## config.mk

```make
export PLATFORM = sky130hd
export DESIGN_NAME = cse_cfg_regs_flat
export DESIGN_NICKNAME = d
export VERILOG_FILES = /design/src/hdl/cse_pkg.sv /design/src/hdl/cse_cfg_if.sv /design/src/hdl/cse_cfg_regs.sv /design/src/flat_wrapper.sv
export SDC_FILE = /design/constraint.sdc
export NUM_CORES = 1
export LEC_CHECK = 0
export BUFFER_PORTS_ARGS = -buffer_cell sky130_fd_sc_hd__buf_2
export CORE_ASPECT_RATIO = 1.25
export CORE_MARGIN = 2
export CORE_UTILIZATION = 51
export DETAILED_ROUTE_END_ITERATION = 10
export HOLD_SLACK_MARGIN = 0.02
export MAX_ROUTING_LAYER = met4
export PLACE_DENSITY = 0.85
export SLEW_MARGIN = 10
export SYNTH_ARGS = -nofsm -noshare
export SYNTH_HDL_FRONTEND = slang
export SYNTH_SLANG_ARGS = --single-unit
```

## constraint.sdc

```tcl
create_clock -name clk_i -period 1.5 [get_ports clk_i]
set_input_delay 0.075 -clock clk_i [delete_from_list [all_inputs] [get_ports clk_i]]
set_output_delay 0.075 -clock clk_i [all_outputs]
set_load 0.005 [all_outputs]
```

## src/hdl/cse_pkg.sv

```systemverilog
// Package: shared types, register codes and bit helpers of the CAN signal extractor.
`default_nettype none
package cse_pkg;

  localparam int unsigned DATA_W   = 64;
  localparam int unsigned DLC_W    = 4;
  localparam int unsigned CIDX_W   = 3;
  localparam int unsigned CDATA_W  = 64;
  localparam int unsigned SB_W     = 6;
  localparam int unsigned LEN_W    = 7;
  localparam int unsigned FACT_W   = 32;
  localparam int unsigned OFFS_W   = 48;
  localparam int unsigned PLO_W    = 65;
  localparam int unsigned PHI_W    = 64;
  localparam int unsigned SUM_W    = 96;

  typedef enum logic [CIDX_W-1:0] {
    CFG_SIG_START    = 3'd0,
    CFG_BIT_LENGTH   = 3'd1,
    CFG_BIG_ENDIAN   = 3'd2,
    CFG_SIGNED_VALUE = 3'd3,
    CFG_SCALE_FACTOR = 3'd4,
    CFG_SCALE_OFFSET = 3'd5
  } cfg_idx_e;

  typedef struct packed {
    logic [SB_W-1:0]          sig_start;
    logic [LEN_W-1:0]         bit_length;
    logic                     big_endian;
    logic                     signed_value;
    logic signed [FACT_W-1:0] scale_factor;
    logic signed [OFFS_W-1:0] scale_offset;
  } cfg_t;

  // Extracted item between the extract and scale units.
  typedef struct packed {
    logic              fits;
    logic [DATA_W-1:0] raw_value;
    logic [DATA_W-1:0] int_value;
  } ext_t;

  typedef struct packed {
    logic                     fits;
    logic [DATA_W-1:0]        raw_value;
    logic signed [DATA_W-1:0] int_value;
    logic signed [DATA_W-1:0] physical_value;
    logic                     saturated;
  } res_t;

  function automatic logic [DATA_W-1:0] byte_swap(input logic [DATA_W-1:0] d);
    logic [DATA_W-1:0] r;
    r = '0;
    for (int k = 0; k < DATA_W / 8; k++) begin
      r[8*k +: 8] = d[DATA_W - 8 - 8*k +: 8];
    end
    return r;
  endfunction

  function automatic logic [DATA_W-1:0] low_mask(input logic [LEN_W-1:0] n);
    logic [DATA_W-1:0] m;
    if (n >= LEN_W'(DATA_W)) begin
      m = '1;
    end else begin
      m = (DATA_W'(1) << n[SB_W-1:0]) - DATA_W'(1);
    end
    return m;
  endfunction

endpackage
`default_nettype wire

```

## src/hdl/cse_cfg_if.sv

```systemverilog
// Interface: configuration write channel (register index and data).
`default_nettype none
interface cse_cfg_if;
  logic                        valid;
  logic                        ready;
  logic [cse_pkg::CIDX_W-1:0]  index;
  logic [cse_pkg::CDATA_W-1:0] data;

  modport source (output valid, output index, output data, input ready);
  modport sink (input valid, input index, input data, output ready);
endinterface
`default_nettype wire

```

## src/hdl/cse_cfg_regs.sv

```systemverilog
// Configuration register file of the signal extractor.
`default_nettype none
module cse_cfg_regs (
  input  wire logic      clk_i,
  input  wire logic      rst_ni,
  cse_cfg_if.sink        cfg_i,
  output cse_pkg::cfg_t  cfg_o
);
  import cse_pkg::*;

  cfg_t cfg_q;
  logic wr;

  assign cfg_i.ready = 1'b1;
  assign wr          = cfg_i.valid & cfg_i.ready;
  assign cfg_o       = cfg_q;

  always_ff @(posedge clk_i or negedge rst_ni) begin
    if (!rst_ni) begin
      cfg_q.sig_start    <= '0;
      cfg_q.bit_length   <= LEN_W'(8);
      cfg_q.big_endian   <= 1'b0;
      cfg_q.signed_value <= 1'b0;
      cfg_q.scale_factor <= FACT_W'(65536);
      cfg_q.scale_offset <= '0;
    end else if (wr) begin
      case (cfg_i.index)
        CFG_SIG_START:    cfg_q.sig_start    <= cfg_i.data[SB_W-1:0];
        CFG_BIT_LENGTH:   cfg_q.bit_length   <= cfg_i.data[LEN_W-1:0];
        CFG_BIG_ENDIAN:   cfg_q.big_endian   <= cfg_i.data[0];
        CFG_SIGNED_VALUE: cfg_q.signed_value <= cfg_i.data[0];
        CFG_SCALE_FACTOR: cfg_q.scale_factor <= cfg_i.data[FACT_W-1:0];
        CFG_SCALE_OFFSET: cfg_q.scale_offset <= cfg_i.data[OFFS_W-1:0];
        default: ;
      endcase
    end
  end

endmodule
`default_nettype wire

```

## src/flat_wrapper.sv

```systemverilog
// flat-port wrapper written by rule: the top's interface ports become plain ports
module cse_cfg_regs_flat import cse_pkg::*;
  (clk_i, rst_ni, cfg_o, cfg_i_valid, cfg_i_index, cfg_i_data, cfg_i_ready);
  cse_cfg_if cfg_i_i ();
  input  wire logic clk_i;
  input  wire logic rst_ni;
  output cse_pkg::cfg_t cfg_o;
  input wire logic [$bits(cfg_i_i.valid)-1:0] cfg_i_valid;
  input wire logic [$bits(cfg_i_i.index)-1:0] cfg_i_index;
  input wire logic [$bits(cfg_i_i.data)-1:0] cfg_i_data;
  output wire logic [$bits(cfg_i_i.ready)-1:0] cfg_i_ready;
  assign cfg_i_i.valid = cfg_i_valid;
  assign cfg_i_i.index = cfg_i_index;
  assign cfg_i_i.data = cfg_i_data;
  assign cfg_i_ready = cfg_i_i.ready;
  cse_cfg_regs u_core (.clk_i(clk_i), .rst_ni(rst_ni), .cfg_i(cfg_i_i), .cfg_o(cfg_o));
endmodule
```

==> results of run 1 <==
-- cell families (layout without fill, tap and decap cells) --
logic type,Yosys count,after routing,share of synthesized area
buf+inv,11,223,0.0240
flops,95,95,0.625
mux,95,95,0.330
other cells,1,1,0.000985
simple gates,6,6,0.0194
-- layer usage --
| metal | track usage | routed length [µm] | vias to the layer above |
|---|---|---|---|
| li1 | - | - | 1151 |
| met1 | 0.270 | 3540 | 1293 |
| met2 | 0.401 | 4820 | 84 |
| met3 | 0.0296 | 325 | 12 |
| met4 | 0.0730 | 140 | 0 |
| met5 | - | 0 | - |
-- cells in the mapped netlist, drive strengths merged --
cell	count
dfstp	2
nor4bb	2
conb	1
dfrtp	93
nor4b	1
and4bb	1
buf	11
mux2	95
nand4b	2
-- through the flow --
stage / hold WS (ns) / instances
after global placement: 0.0560 / 447
final: 0.164 / 512
after floorplan: -0.221 / 208
after CTS: 0.136 / 512
after global routing: 0.156 / 512
after detailed placement: 0.0596 / 447
-- repair_timing --
action                                  4_1_cts  5_1_grt
endpoints found under the setup margin        0        0
hold endpoints to repair                    121        0
hold buffers                                 49        0
-- path summary, 6_finish.rpt --
check / start / to / cells past startpoint
worst max-delay path: u_core.cfg_o[64] / cfg_o[64] / 1
worst min-delay path: cfg_i_index[1] / u_core.cfg_o[80] / 3
min in group asynchronous: rst_ni / u_core.cfg_o[46] / 2
worst max register to register: u_core.cfg_o[46] / u_core.cfg_o[46] / 1
worst min register to register: u_core.cfg_o[15] / u_core.cfg_o[15] / 1
max in group asynchronous: rst_ni / u_core.cfg_o[56] / 3
-- final cells by class --
type | instances | share of cell area
Multi-Input combinational cell | 102 | 0.250
Tap cell | 92 | 0.0215
Timing Repair Buffer | 207 | 0.249
Clock inverter | 7 | 0.0117
Sequential cell | 95 | 0.445
Clock buffer | 9 | 0.0232
-- power by group through the flow --
stage | Clock (mW) | Combinational [mW] | Sequential, mW
floorplan | 0 | 0.714 | 3.51
global placement | 0 | 1.56 | 3.43
detailed placement | 0 | 1.62 | 3.47
CTS | 1.63 | 1.72 | 3.43
global route | 1.70 | 1.86 | 3.51
finish | 1.57 | 1.71 | 3.44
==> flow_summary.yaml, run 1 <==
power_and_ir_drop:
  p_int_mw: 4.87
  combPwrFrac: 0.254
  p_total_mw: 6.72
  p_leak_nw: 2.70
  power_frac_seq: 0.512
  p_sw_frac: 0.275
  p_switching_mw: 1.85
  power_frac_clock: 0.234
  power.density_mw_per_mm2: 1260
  ir_worst_vdd_v: 0.000980
floorplan:
  fp-row-count: 35
  io_pins: 166
  core-area_mm2: 0.00731
  die_x_um: 81.3
  fp.dieH_um: 101
  initial_utilization: 0.520
  die_area_mm2: 0.00817
placement:
  dp_slack_ns: 0.180
  dpl-instance-area_mm2: 0.00467
  place_hpwl_mm: 5.83
  portBuffers: 148
  gp_congestion: 0.765
clocking:
  cts_tree: "done"
  cts_sinks: 95
  post_cts_buffers: 0
  post_cts_resized: 0
  clockBufferDepth: 2
  h-tree-depth: 3
  clk_pin_slew_worst_paths_ns: 0.09
  clk-insertion-delay-late_ns: 0.34
  clockRootBuffer: "clkbuf_8"
  cts_buffers: 9
route:
  ant_nets: 0
  drt-total-wl_mm: 8.83
  drt-initial-drc-count: 59
  wl_per_cell_um: 17.2
  drc: 0
  num_vias: 2540
  routed_via_density: 4.96
  drtPass1Iterations: 4
yosys:
  syn-num-nets: 278
  syn_area_mm2: 0.00381
  yosys.area.top_type: "dfrtp_1"
  synth_seq_cells: 95
  syn_avg_cell_area_um2: 18.3
  synth_top_area_frac: 0.611
  synth_warnings: 0
  netlist_top_cells_area: "dfrtp_1, mux2_4, mux2_2"
  synthCells: 208
  yosysSeqAreaShare: 0.625
  synth.distinct_cells: 12
global_routing:
  antenna_found_initial: 0
  grt_pass1_vias: 2696
  track_usage: 0.229
  grt_pass1_wl_mm: 13.8
  globalRouteOverflowTotal: 0
  grt_max_degree: 37
layout:
  layout_commonest_cell: "buf_2"
  multi_input_comb_area_mm2: 0.00134
  final_core_util: 0.732
  largest_register_ff_count: 95
  syn2layout_area_growth_pct: 40.6
  drive_above_1_share: 0.650
  fillers: 484
  design_area_mm2: 0.00535
  num-nets-final: 485
  ff_latch_area_mm2: 0.00238
  final_cell_mix: "buf_2, dfrtp_1, mux2_4, dlygate4sd3_1, mux2_2"
  antennaDiodeCount: 0
timing:
  finClkSkew_ns: 0
  fmax_mhz: 933
  hold_viol_final: 0
  slew_headroom: 0.660
  fin_crit_sh: 0.715
  max_slew.worst_pin.slew_ns: 0.507
  setup-violations-final: 0
  rsz0062_at_grt: "false"
  worst_slack_ns: 0.428
  setup_tns_ns: 0
  fin_crit_ns: 1.07
  slew_viol_final: 0
worst_setup_path:
  critPathArrivalTime_ns: 1.00
  critical_path.top_delay_family: "flip-flops"
  cp_max_fo: 2
  worst-path-buf-inv: 1
  crit_chain: "buf_2"
  cp-end-kind: "primary output"
  worstPathRequired_ns: 1.42
  r2r_setup_slack_ns: 0.70
  crit_slowest_cell: "dfstp_2"
  crit_type: "reg2out"
  start_kind: "flop"
  critPathMaxStageDelay_ns: 0.55
flow_run:
  maxCapViolations: 0
hold_path:
  hp-class: "in2reg"
run_status:
  status: "completed"
(Power assumes the default switching activity.)
==> run 2, diff against run 1 <==
--- a/config.mk
+++ b/config.mk
@@ -5,14 +5,15 @@
 export SDC_FILE = /design/constraint.sdc
 export NUM_CORES = 1
 export LEC_CHECK = 0
+export ABC_AREA = 1
 export BUFFER_PORTS_ARGS = -buffer_cell sky130_fd_sc_hd__buf_2
 export CORE_ASPECT_RATIO = 1.25
 export CORE_MARGIN = 2
-export CORE_UTILIZATION = 51
+export CORE_UTILIZATION = 42
 export DETAILED_ROUTE_END_ITERATION = 10
 export HOLD_SLACK_MARGIN = 0.02
 export MAX_ROUTING_LAYER = met4
-export PLACE_DENSITY = 0.85
+export PLACE_DENSITY = 0.75
 export SLEW_MARGIN = 10
 export SYNTH_ARGS = -nofsm -noshare
 export SYNTH_HDL_FRONTEND = slang
==> constraint.sdc (replaced) <==
create_clock -name clk_i -period 0.9 [get_ports clk_i]
set_input_delay 0.045 -clock clk_i [delete_from_list [all_inputs] [get_ports clk_i]]
set_output_delay 0.045 -clock clk_i [all_outputs]
set_load 0.005 [all_outputs]
==> flow_summary.yaml, run 2 <==
timing:
  rsz0062_at_grt: "true"
  hold_viol_final: 0
  fin_crit_ns: 1.05
  worst_slack_ns: -0.146
  slew_viol_final: 0
  fin_crit_sh: 1.16
  setup-violations-final: 95
  fmax_mhz: 956
  finClkSkew_ns: 0
  whs_ns: 0.0939
global_routing:
  grt_max_degree: 31
  met1_usage: 0.282
  track_usage: 0.242
  grt_pass1_wl_mm: 17.5
  globalRouteOverflowTotal: 0
  grt-busiest-layer: "met2"
  grt_util_met3: 0.0484
  grt_pass1_vias: 3766
  antenna_found_initial: 0
  grt_use_met2: 0.411
yosys:
  synthArstFlopShare: 1.00
  synth_warnings: 0
  netlist_top_cells_area: "dfrtp_1, nand2_1, nand3_1"
  synthCells: 422
  syn-num-nets: 492
  synth_enable_flop_cells: 0
  synth_top_area_frac: 0.626
  synth_most_common_cell: "nand2_1"
  synth.distinct_cells: 14
  yosysSeqAreaShare: 0.640
  yosys.area.top_type: "dfrtp_1"
  synth_seq_cells: 95
  syn_area_mm2: 0.00372
  synthTopCellsByCount: "nand2_1, dfrtp_1, nand3_1, buf_2, clkbuf_1"
  syn_avg_cell_area_um2: 8.81
  synth_ff_type: "dfrtp_1"
route:
  drtPass1Iterations: 4
  num_vias: 3840
  drc: 0
  drt-initial-drc-count: 201
  ant_nets: 0
  routed_via_density: 4.74
  wl_per_cell_um: 14.6
  drt-total-wl_mm: 11.8
worst_setup_path:
  cp.depth: 1
  start_kind: "flop"
  cp-end-kind: "primary output"
  cp_max_fo: 2
  critPathArrivalTime_ns: 1.00
  worst-path-buf-inv: 1
  rr_worst_depth: 4
  crit_type: "reg2out"
  crit_slowest_cell: "dfstp_2"
  critPathMaxStageDelay_ns: 0.55
  worstPathRequired_ns: 0.85
  crit_chain: "buf_6"
  critical_path.top_delay_family: "flip-flops"
  r2r_setup_slack_ns: 0.02
layout:
  antennaDiodeCount: 0
  design_area_mm2: 0.00587
  drive_above_1_share: 0.358
  num-nets-final: 755
  largest_register_ff_count: 95
  fillers: 670
  multi_input_comb_area_mm2: 0.00121
  syn2layout_area_growth_pct: 57.9
  layout_commonest_cell: "nand2_1"
  final_cell_mix: "nand2_1, buf_2, dfrtp_1, buf_4, dlygate4sd3_1"
  final_core_util: 0.679
  ff_latch_area_mm2: 0.00238
flow_run:
  maxCapViolations: 0
run_status:
  status: "complete, but fails checks"
  violations: "setup timing"
placement:
  dpl-instance-area_mm2: 0.00474
  portBuffers: 148
  gp_congestion: 0.828
  place_hpwl_mm: 7.20
clocking:
  cts_tree: "done"
  cts_buffers: 9
  clk-insertion-delay-late_ns: 0.36
  clk_pin_slew_worst_paths_ns: 0.09
  clockBufferDepth: 2
  clockRootBuffer: "clkbuf_8"
  cts_sinks: 95
  h-tree-depth: 3
floorplan:
  io_pins: 166
  core-area_mm2: 0.00865
  die_area_mm2: 0.00963
  die_x_um: 88.2
  initial_utilization: 0.430
  fp-row-count: 38
  fp.dieH_um: 109
power_and_ir_drop:
  ir_worst_vdd_v: 0.000942
  p_leak_nw: 3.40
  power.density_mw_per_mm2: 1990
hold_path:
  hp-class: "in2reg"
  hold_path_depth: 5
-- run 2: cell types whose count changed in the layout (fill, tap and decap cells not counted), moves of 3 or more --
cell | previous run | this run
buf_4 | 9 | 71
inv_2 | 0 | 3
mux2_2 | 45 | 0
mux2_4 | 50 | 0
buf_12 | 2 | 5
nand3_1 | 0 | 47
nor2_4 | 0 | 3
nand2_1 | 0 | 247
-- run 2: repair_timing --
| action | in CTS | in global routing |
|---|---|---|
| cloned | 0 | 0 |
| setup buffers | 28 | 24 |
| hold buffers | 51 | 0 |
| setup endpoints to repair | 95 | 95 |
| endpoints found under the hold margin | 190 | 0 |
| gates resized for setup | 1 | 1 |
| pin swaps | 0 | 1 |
-- run 2: cells by family (layout without fill, tap and decap cells) --
group | count (synthesis) | count (layout) | share of synthesized area
buf+inv | 27 | 295 | 0.0387
flops | 95 | 95 | 0.640
simple gates | 299 | 299 | 0.320
other cells | 1 | 1 | 0.00101
-- run 2: stage by stage --
| stage | cells | setup TNS, ns | worst slack (ns) | total power [mW] |
|---|---|---|---|---|
| after floorplan | 422 | 0 | 0.0888 | 6.38 |
| after global placement | 691 | -1.45 | -0.0457 | 7.65 |
| after detailed placement | 691 | -3.00 | -0.0894 | 7.76 |
| after CTS | 786 | -3.36 | -0.160 | 11.4 |
| after global routing | 810 | -5.69 | -0.182 | 12.3 |
| final | 810 | -2.63 | -0.146 | 11.7 |
-- run 2: power breakdown --
group / internal (mW) / total, mW / switching [mW]
registers: 5.07 / 5.52 / 0.447
clock network: 1.64 / 3.10 / 1.46
logic: 1.69 / 3.08 / 1.39
total: 8.41 / 11.7 / 3.29
-- run 2: routing by layer --
metal / wire length, µm / vias to the layer above
met3: 793 / 23
met5: 0 / -
met1: 4600 / 1819
li1: - / 1828
met4: 267 / 0
met2: 6160 / 170
-- run 2: worst min-delay path, delay by kind of cell --
| kind | cells | cell delay (ns) |
|---|---|---|
| AND/OR/NAND/NOR | 3 | 0.19 |
| buffers and inverters | 2 | 0.18 |
-- run 2: cell type report --
class / count / area share
clock buffer: 11 / 0.0241
clock inverter: 5 / 0.0138
inverter: 5 / 0.00320
multi-input combinational: 300 / 0.206
sequential: 95 / 0.405
tap: 120 / 0.0256
timing repair buffer: 274 / 0.322
-- run 2: worst paths after layout --
path	from	end
max	u_core.cfg_o[64]	cfg_o[64]
min	cfg_i_index[0]	u_core.cfg_o[80]
max reg2reg	u_core.cfg_o[47]	u_core.cfg_o[47]
min reg2reg	u_core.cfg_o[90]	u_core.cfg_o[90]
max in group asynchronous	rst_ni	u_core.cfg_o[29]
min in group asynchronous	rst_ni	u_core.cfg_o[82]
==> run 3, diff against run 2 <==
--- a/config.mk
+++ b/config.mk
@@ -6,7 +6,7 @@
 export NUM_CORES = 1
 export LEC_CHECK = 0
 export ABC_AREA = 1
-export BUFFER_PORTS_ARGS = -buffer_cell sky130_fd_sc_hd__buf_2
+export BUFFER_PORTS_ARGS = -buffer_cell sky130_fd_sc_hd__buf_4
 export CORE_ASPECT_RATIO = 1.25
 export CORE_MARGIN = 2
 export CORE_UTILIZATION = 42
==> flow_summary.yaml, run 3 (synthesis results as in run 2) <==
run_status:
  status: "complete, but fails checks"
  violations: "setup timing"
timing:
  fin_crit_ns: 1.06
  setup-violations-final: 96
  rsz0062_at_grt: "true"
  worst_slack_ns: -0.162
  hold_viol_final: 0
  fin_crit_sh: 1.18
  fmax_mhz: 941
  finClkSkew_ns: 0
  slew_viol_final: 0
placement:
  portBuffers: 148
  dp_slack_ns: -0.103
  placed_cells: 691
  gp_congestion: 0.808
  place_hpwl_mm: 7.46
floorplan:
  fp-row-count: 38
  die_area_mm2: 0.00963
  fp.dieH_um: 109
  initial_utilization: 0.430
  io_pins: 166
  die_x_um: 88.2
  core-area_mm2: 0.00865
worst_setup_path:
  cp-end-kind: "primary output"
  start_kind: "flop"
  critPathArrivalTime_ns: 1.02
  crit_chain: "buf_6"
  critPathMaxStageDelay_ns: 0.55
  worst-path-buf-inv: 1
  worstPathRequired_ns: 0.85
  cp_max_fo: 2
  crit_type: "reg2out"
  crit_slowest_cell: "dfstp_2"
  critical_path.top_delay_family: "flip-flops"
clocking:
  clockRootBuffer: "clkbuf_8"
  clk_pin_slew_worst_paths_ns: 0.09
  cts_tree: "done"
  clockBufferDepth: 2
  h-tree-depth: 3
  cts_sinks: 95
  cts_buffers: 9
  clk-insertion-delay-late_ns: 0.37
route:
  drt-total-wl_mm: 13.5
  drtPass1Iterations: 5
  routed_via_density: 4.93
  drt-initial-drc-count: 231
  num_vias: 4022
  wl_per_cell_um: 16.5
  drc: 0
  ant_nets: 0
global_routing:
  grt_pass1_vias: 3957
  track_usage: 0.265
  antenna_found_initial: 0
  grt_pass1_wl_mm: 18.7
  grt_max_degree: 31
  globalRouteOverflowTotal: 0
flow_run:
  maxCapViolations: 0
power_and_ir_drop:
  ir_worst_vdd_v: 0.00108
  power.density_mw_per_mm2: 1970
  p_leak_nw: 3.62
layout:
  largest_register_ff_count: 95
  layout_commonest_cell: "nand2_1"
  final_cell_mix: "nand2_1, buf_4, buf_6, dfrtp_1, dlygate4sd3_1"
  final_core_util: 0.767
  drive_above_1_share: 0.367
  num-nets-final: 760
  syn2layout_area_growth_pct: 78.5
  antennaDiodeCount: 0
  fin_cells: 815
  fillers: 546
hold_path:
  hp-class: "in2reg"
## run 3: changes by cell type in the layout (fill, tap and decap cells not counted), sizes merged
cell / previous run / this run
dlygate4sd3: 51 / 50
buf: 223 / 229
## run 3: final cells by class
type,instances,area [µm²],area share
repair buffers,279,2650,0.399
flip-flops and latches,95,2380,0.359
multi-input cells,300,1210,0.183
well taps,120,150,0.0226
clock buffers,11,141,0.0213
clock inverters,5,81.3,0.0123
inverters,5,18.8,0.00283
## run 3: routing by layer
layer	wire, µm	track usage	share of wire
met4	381	0.119	0.028
met2	7360	0.457	0.55
met1	4900	0.300	0.36
met5	0	-	0
met3	819	0.0447	0.061
## run 3: stage by stage
| stage | power, mW | TNS, ns | cell area, µm² | hold slack [ns] |
|---|---|---|---|---|
| floorplan | 6.38 | 0 | 3720 | -0.251 |
| global placement | 8.20 | -2.16 | 5120 | -0.0509 |
| detailed placement | 8.31 | -3.11 | 5120 | -0.0524 |
| CTS | 12.6 | -4.89 | 6430 | 0.0264 |
| global route | 13.7 | -7.48 | 6640 | 0.0479 |
| finish | 13.1 | -4.66 | 6640 | 0.0252 |
## run 3: path summary, 6_finish.rpt
path / from / end / slack [ns] / cells past startpoint
worst max-delay path: u_core.cfg_o[64] / cfg_o[64] / -0.16 / 1
worst min register to register: u_core.cfg_o[85] / u_core.cfg_o[85] / 0.49 / 2
worst max register to register: u_core.cfg_o[54] / u_core.cfg_o[54] / -0.01 / 4
max in group asynchronous: rst_ni / u_core.cfg_o[12] / 0.35 / 3
min in group asynchronous: rst_ni / u_core.cfg_o[91] / 0.11 / 2
worst min-delay path: cfg_i_index[0] / u_core.cfg_o[89] / 0.03 / 4
## run 3: repair_timing
item | 4_1_cts | 5_1_grt
setup endpoints to repair | 95 | 95
hold buffers | 50 | 0
endpoints found under the hold margin | 190 | 0
buffers inserted | 31 | 27
pin swaps | 0 | 0
resized for setup | 95 | 2
## run 3: where the power goes
part | leakage, nW | switching [mW] | internal [mW] | total [mW]
Combinational | 2.32 | 1.49 | 2.69 | 4.18
Clock | 0.110 | 1.54 | 1.64 | 3.18
Sequential | 1.19 | 0.660 | 5.08 | 5.74
